==> src/rtl/bpc_pkg.sv <==
// ----------------------------------------------------------------------------
// Barometric pressure compensation package
// Shared widths and the calibration register indices of the compensation
// pipeline.
// ----------------------------------------------------------------------------
package bpc_pkg;

  // Temperature divider: |MC * 2048| over |X1 + MD|.
  localparam int TDIV_DVD_W  = 27;
  localparam int TDIV_DVS_W  = 19;
  localparam int TDIV_SIDE_W = 37;

  // Pressure divider: scaled B7 over B4.
  localparam int PDIV_DVD_W  = 32;
  localparam int PDIV_DVS_W  = 17;
  localparam int PDIV_SIDE_W = 18;

  localparam int CFG_IDX_W  = 3;
  localparam int CFG_DATA_W = 32;

  // Calibration register indices.
  typedef enum logic [CFG_IDX_W-1:0] {
    CFG_AC1_AC2 = 3'd0,
    CFG_AC3_AC4 = 3'd1,
    CFG_AC5_AC6 = 3'd2,
    CFG_B1_B2   = 3'd3,
    CFG_MC_MD   = 3'd4
  } cfg_idx_t;

endpackage

==> src/rtl/bpc_div.sv <==
// ----------------------------------------------------------------------------
// Pipelined restoring divider
// Unsigned division, one quotient bit per register stage, with a sideband
// word and a valid bit that travel alongside each operand pair.
// ----------------------------------------------------------------------------
module bpc_div #(
  parameter int DVD_W  = bpc_pkg::PDIV_DVD_W,
  parameter int DVS_W  = bpc_pkg::PDIV_DVS_W,
  parameter int SIDE_W = bpc_pkg::PDIV_SIDE_W
) (
  input  logic              clk,
  input  logic              rst_n,
  input  logic              in_vld,
  input  logic [DVD_W-1:0]  in_dividend,
  input  logic [DVS_W-1:0]  in_divisor,
  input  logic [SIDE_W-1:0] in_side,
  output logic              out_vld,
  output logic [DVD_W-1:0]  out_quotient,
  output logic [SIDE_W-1:0] out_side
);

  // Stage registers; the dividend shifts out at the top while quotient
  // bits shift in at the bottom.
  logic              vld_r  [DVD_W];
  logic [DVD_W-1:0]  acc_r  [DVD_W];
  logic [DVS_W-1:0]  rem_r  [DVD_W];
  logic [DVS_W-1:0]  dvs_r  [DVD_W];
  logic [SIDE_W-1:0] side_r [DVD_W];

  for (genvar s = 0; s < DVD_W; s++) begin : g_stage
    logic              vld_in;
    logic [DVD_W-1:0]  acc_in;
    logic [DVS_W-1:0]  rem_in;
    logic [DVS_W-1:0]  dvs_in;
    logic [SIDE_W-1:0] side_in;
    logic [DVS_W:0]    trial;
    logic [DVS_W+1:0]  diff;
    logic              fit;
    logic [DVS_W-1:0]  rem_nxt;

    if (s == 0) begin : g_first
      assign vld_in  = in_vld;
      assign acc_in  = in_dividend;
      assign rem_in  = '0;
      assign dvs_in  = in_divisor;
      assign side_in = in_side;
    end else begin : g_next
      assign vld_in  = vld_r[s-1];
      assign acc_in  = acc_r[s-1];
      assign rem_in  = rem_r[s-1];
      assign dvs_in  = dvs_r[s-1];
      assign side_in = side_r[s-1];
    end

    // Trial subtraction of the divisor from the shifted partial remainder.
    always_comb begin
      trial   = {rem_in, acc_in[DVD_W-1]};
      diff    = {1'b0, trial} - {2'b00, dvs_in};
      fit     = ~diff[DVS_W+1];
      rem_nxt = fit ? diff[DVS_W-1:0] : trial[DVS_W-1:0];
    end

    always_ff @(posedge clk) begin
      if (!rst_n) begin
        vld_r[s] <= 1'b0;
      end else begin
        vld_r[s] <= vld_in;
      end
    end

    always_ff @(posedge clk) begin
      acc_r[s]  <= {acc_in[DVD_W-2:0], fit};
      rem_r[s]  <= rem_nxt;
      dvs_r[s]  <= dvs_in;
      side_r[s] <= side_in;
    end
  end

  assign out_vld      = vld_r[DVD_W-1];
  assign out_quotient = acc_r[DVD_W-1];
  assign out_side     = side_r[DVD_W-1];

endmodule

==> config.mk <==
export PLATFORM = sky130hd
export DESIGN_NAME = bpc_div
export DESIGN_NICKNAME = d
export VERILOG_FILES = /design/src/rtl/bpc_pkg.sv /design/src/rtl/bpc_div.sv
export SDC_FILE = /design/constraint.sdc
export NUM_CORES = 2
export LEC_CHECK = 0
export BUFFER_PORTS_ARGS = -buffer_cell sky130_fd_sc_hd__buf_4
export CORE_MARGIN = 2
export CORE_UTILIZATION = 45
export DETAILED_ROUTE_END_ITERATION = 10
export SLEW_MARGIN = 20
export SYNTH_ARGS = -nofsm -noshare
export SYNTH_HDL_FRONTEND = slang
export SYNTH_SLANG_ARGS = --single-unit
==> constraint.sdc <==
create_clock -name clk -period 3.1 [get_ports clk]
set_input_delay 0.465 -clock clk [delete_from_list [all_inputs] [get_ports clk]]
set_output_delay 0.465 -clock clk [all_outputs]
set_load 0.1 [all_outputs]
Yosys cells after proc, flatten, opt, wreduce, memory -nomap -nowiden
Memories as Yosys holds them, arrays and structs flattened.
Cells that the tools add are included.
{"block": "word_totals", "regBits": 0, "latch_bits": 0, "mem_bits_rw": 2720, "mem_bits_ro": 0, "in_bits": 70, "out_inout_bits": 51, "wordCells": 167, "n_memories": 5}
{"name": "acc_r", "words": 32, "word_bits": 32, "read_ports": 32, "rd_ports_with_merged_regs": 0, "wr": 32, "line": "bpc_div.sv:25", "rtl": "logic [DVD_W-1:0] acc_r [DVD_W];"}
{"name": "side_r", "words": 32, "word_bits": 18, "read_ports": 32, "rd_ports_with_merged_regs": 0, "wr": 32, "line": "bpc_div.sv:28", "rtl": "logic [SIDE_W-1:0] side_r [DVD_W];"}
{"name": "dvs_r", "words": 32, "word_bits": 17, "read_ports": 31, "rd_ports_with_merged_regs": 0, "wr": 32, "line": "bpc_div.sv:27", "rtl": "logic [DVS_W-1:0] dvs_r [DVD_W];"}
{"name": "rem_r", "words": 32, "word_bits": 17, "read_ports": 31, "rd_ports_with_merged_regs": 0, "wr": 32, "line": "bpc_div.sv:26", "rtl": "logic [DVS_W-1:0] rem_r [DVD_W];"}
{"name": "vld_r", "words": 32, "word_bits": 1, "read_ports": 32, "rd_ports_with_merged_regs": 0, "wr": 32, "line": "bpc_div.sv:24", "rtl": "logic vld_r [DVD_W];"}
{"block": "op_classes", "addsub": 32, "mul": 0, "div": 0, "magnitude_cmp": 0, "eq_ne": 0, "shift": 0, "muxes": 66, "n_bitwise": 64, "n_reduce_logical": 0}
{"cell": "$sub A18 B17 Y19", "n": 31}
{"cell": "$mux W17", "n": 32}
{"cell": "$mux W1", "n": 34}
{"cell": "$not A1 Y1", "n": 32}
{"cell": "$or A1 B1 Y1", "n": 32}
{"cell": "$sub A1 B17 Y18", "n": 1}

Logic depth before layout (Yosys ltp)
An unclocked memory read counts as a cell.
{"block": "logic_depth", "ltp_word": 3, "ltp_mapped": 13, "ltp_nobuf": 12}

Worst setup path before layout
Ideal clock, no wire load.
{"block": "synth_timing", "kind": "register to register", "from": "mem acc_r[3][63] in the netlist's numbering", "to": "mem rem_r[14][10] in the netlist's numbering", "setup_ps": 121, "arrival_ps": 2692, "t_required_ps": 2979, "setup_slack_ps": 287, "stages_incl_launch_ff": 13, "path_buffers": 1, "synth_period_minus_slack_ps": 2813, "cell_sequence": "dfxtp_1 inv_1 ha_1 inv_1 fa_1 a211oi_2 o21bai_1 a21oi_1 o21ai_2 o311a_4 nor3_4 buf_12 mux2_4"}
{"item": "start, declared", "line": "bpc_div.sv:25"}
{"item": "end, declared", "line": "bpc_div.sv:26"}

==> flow_summary.ini <==
[cells_and_area]
area_growth_pct = 17.3
final_util_pct = 53.1
fillers = 16389
seq_area_sq_mm = 0.0538
multi_input_area_sq_mm = 0.0293
diodes = 0
drive_gt1_share_pct = 12.9
nets = 8441

[synth]
avgSynthCellArea_sq_um = 11.7
synth_cell_types = 98
async_flop_share_pct = 0
yosys_warnings = 0
synth-main-ff-cell = dfxtp_1
synth-seq-area-share_pct = 62.4
synth_enable_flop_cells = 0
synthCells = 7357
netlist_area_sq_mm = 0.0861
synth_seq_cells = 2686

[routing]
dr_wl_met3_microns = 5590
met1_length_microns = 66500
routed.top_layer = met4
wl_met2_microns = 70900
wl_per_cell_microns = 14.0
drtPass1Iterations = 5
drcViolationCount = 0
vias_per_cell = 4.80
drt_iter0_drc = 2534
totalWireLength_microns = 148000
vias = 50564
antenna_left = 0

[setup_path]
crit_start = acc_r[6][95]$_DFF_P_
crit_family = compound AO/OA/AOI/OAI gates
worstPathCellList = inv_2, ha_4, inv_2, fa_2, a211oi_2, o21bai_1, a21oi_1, buf_4, o21ai_4, o311a_4, nor3_4, buf_4, clkbuf_16, mux2_2
critPathMaxStageDelay_ns = 0.40
cp_num_buf_inv = 5
slowest_stage = o311a_4
crit_required_ns = 3.85
crit_type = reg -> reg
arrival_ns = 3.77
crit_path_end_kind = register
cp_max_fo = 8
r2r-start = acc_r[6][95]$_DFF_P_
reg2reg_depth = 14
cp-start-kind = register
crit_cells = 14

[sta]
rsz0062_at_grt = true
fin_tns_setup_ns = 0
period_share_pct = 97.2
setup_viol = 0
finalWorstSetupSlack_ns = 0.0857
slew_headroom_pct = 50.5
skew_ns = 0.0642
tightestPinTransition_ns = 0.723
clock.fmax_ghz = 0.332
finalMaxSlewViolations = 0
finalHoldViolations = 0
min_period_ns = 3.01

[clocking]
htree_levels = 5
cts_tree = done
clk_pin_slew_ns = 0.06
clock_sinks = 2686
cts_buffers = 289
cts.path.max_buffers = 4
clk_latency_ns = 0.88
cts-root-buf = clkbuf_16

[place]
place_ws_ns = -0.0404
dp_hpwl_microns = 106000
portBuffers = 120
gp_congestion = 0.838

[pwr]
power_mw = 119
power.density_mw_per_mm2 = 1180
p_clk_share_pct = 28.3
intPower_mw = 81.5
combPwrFrac_pct = 33.4
p_sw_share_pct = 31.6
p_seq_share_pct = 38.3
power.switching_mw = 37.7
leakage_nw = 45.4
vdd_drop_max_uv = 574

[global_routing]
grt_max_degree = 33
grt_pass1_wl_microns = 242000
grt_use_total_pct = 15.0
antenna_found_initial = 1
grt.overflow.total = 0
grt_pass1_vias = 49760

[run]
cap_viol_max_count = 0

[floorplanning]
num_rows = 160
die_y_microns = 441
die_w_microns = 441
pin_count = 121
die_area_sq_mm = 0.195
start_util_pct = 45.3
coreArea_sq_mm = 0.190

[min_path]
hp-class = in -> reg
hold_path_startpoint = in_dividend[13]
holdPathStages = 2

[outcome]
run_status = finished clean
## what timing repair did
| action | CTS | global route |
|---|---|---|
| endpoints found under the setup margin | 16 | 183 |
| hold endpoints to repair | 103 | 0 |
| hold buffers | 70 | 0 |
| buffers inserted | 0 | 10 |
| pin swaps | 0 | 13 |
| gates cloned | 0 | 2 |
| resized for setup | 3 | 42 |
## area by class of cell
| cell class | count | area share, % |
|---|---|---|
| clock buffers | 407 | 8.32 |
| clock inverters | 89 | 1.14 |
| repair buffers | 311 | 2.66 |
| multi-input cells | 3843 | 29.0 |
| flip-flops and latches | 2686 | 53.2 |
| inverters | 682 | 2.53 |
| well taps | 2511 | 3.11 |
## routing by layer
| layer | up-vias | global-route usage, % |
|---|---|---|
| li1 | 25987 | - |
| met1 | 23399 | 18.5 |
| met2 | 828 | 25.9 |
| met3 | 350 | 2.77 |
| met4 | 0 | 5.80 |
| met5 | - | 0 |
## Yosys cell counts (36+ instances only)
| cell type | count | area share [%] |
|---|---|---|
| clkbuf_1 | 69 | 0.30 |
| o21a_1 | 41 | 0.36 |
| ha_1 | 528 | 7.7 |
| nand3_1 | 107 | 0.62 |
| o21bai_1 | 52 | 0.45 |
| a31oi_1 | 62 | 0.45 |
| a21o_1 | 194 | 1.7 |
| dfxtp_1 | 2686 | 62 |
| nand2b_1 | 54 | 0.39 |
| nor2_1 | 290 | 1.3 |
| nand4_1 | 50 | 0.36 |
| and2_1 | 56 | 0.41 |
| xor2_1 | 149 | 1.5 |
| inv_1 | 677 | 3.0 |
| nor3_1 | 45 | 0.26 |
| a21oi_1 | 465 | 2.7 |
| a211oi_1 | 36 | 0.31 |
| xnor2_1 | 225 | 2.3 |
| buf_2 | 37 | 0.22 |
| mux2_2 | 172 | 2.2 |
| and3_1 | 72 | 0.52 |
| o21ai_0 | 316 | 1.8 |
| nor2b_1 | 65 | 0.47 |
| nand2_1 | 283 | 1.2 |
## power groups by stage
stage          clock network [mW]  registers [mW]  logic [mW]
3_5_place_dp                    0            46.6        38.9
4_1_cts                      34.9            45.9        39.3
2_1_floorplan                   0            45.1        30.8
6_report                     33.7            45.7        39.8
3_3_place_gp                    0            46.6        38.2
5_1_grt                      36.3            46.5        44.4
## cells by family (layout without fill, tap and decap cells)
group	count (synthesis)	in the layout	share of synthesized area [%]
multiplexers	243	243	3.26
adder cells (fa/ha/maj)	558	558	8.37
flip-flops	2686	2686	62.4
XOR/XNOR	374	374	3.80
buffers and inverters	834	1489	3.94
AO/OA/AOI/OAI	1544	1544	11.8
AND/OR/NAND/NOR	1117	1117	6.41
other	1	7	0.00435
## registers in the layout (all words and copies together), names as in the netlist
signal,cells
vld_r,32
acc_r,1024
side_r,576
rem_r,527
dvs_r,527
## layout by cell type, fill, tap and decap left out, types with 169 or more instances in the layout
| cell type | count |
|---|---|
| xnor2_1 | 225 |
| mux2_2 | 169 |
| nor2_1 | 290 |
| o21ai_0 | 314 |
| buf_4 | 227 |
| a21oi_1 | 460 |
| inv_1 | 675 |
| dfxtp_1 | 2684 |
| ha_1 | 527 |
| a21o_1 | 194 |
| clkbuf_16 | 299 |
| nand2_1 | 283 |
## worst reg2reg max path, stage by stage, from the launching register on
cell and delay (ns):
dfxtp_2 0.31, inv_2 0.07, ha_4 0.13, inv_2 0.04, fa_2 0.37, a211oi_2 0.28
o21bai_1 0.10, a21oi_1 0.13, buf_4 0.16, o21ai_4 0.07, o311a_4 0.41, nor3_4 0.20
buf_4 0.17, clkbuf_16 0.15, mux2_2 0.32
## final timing paths
kind,to,slack [ns]
worst max register to register,rem_r[27][5]$_DFF_P_,0.09
worst min register to register,acc_r[1][98]$_DFF_P_,0.27
worst min-delay path,acc_r[0][14]$_DFF_P_,0.21
worst max-delay path,rem_r[27][5]$_DFF_P_,0.09
## metrics by stage
step | hold WS, ns | cell area (sq um) | std cells
floorplan | 0.310 | 86200 | 7363
global placement | 0.310 | 90400 | 9951
detailed placement | 0.312 | 90400 | 9951
CTS | 0.108 | 101000 | 10517
global route | 0.141 | 101000 | 10529
finish | 0.208 | 101000 | 10529
Power figures use the tool's default switching activity.
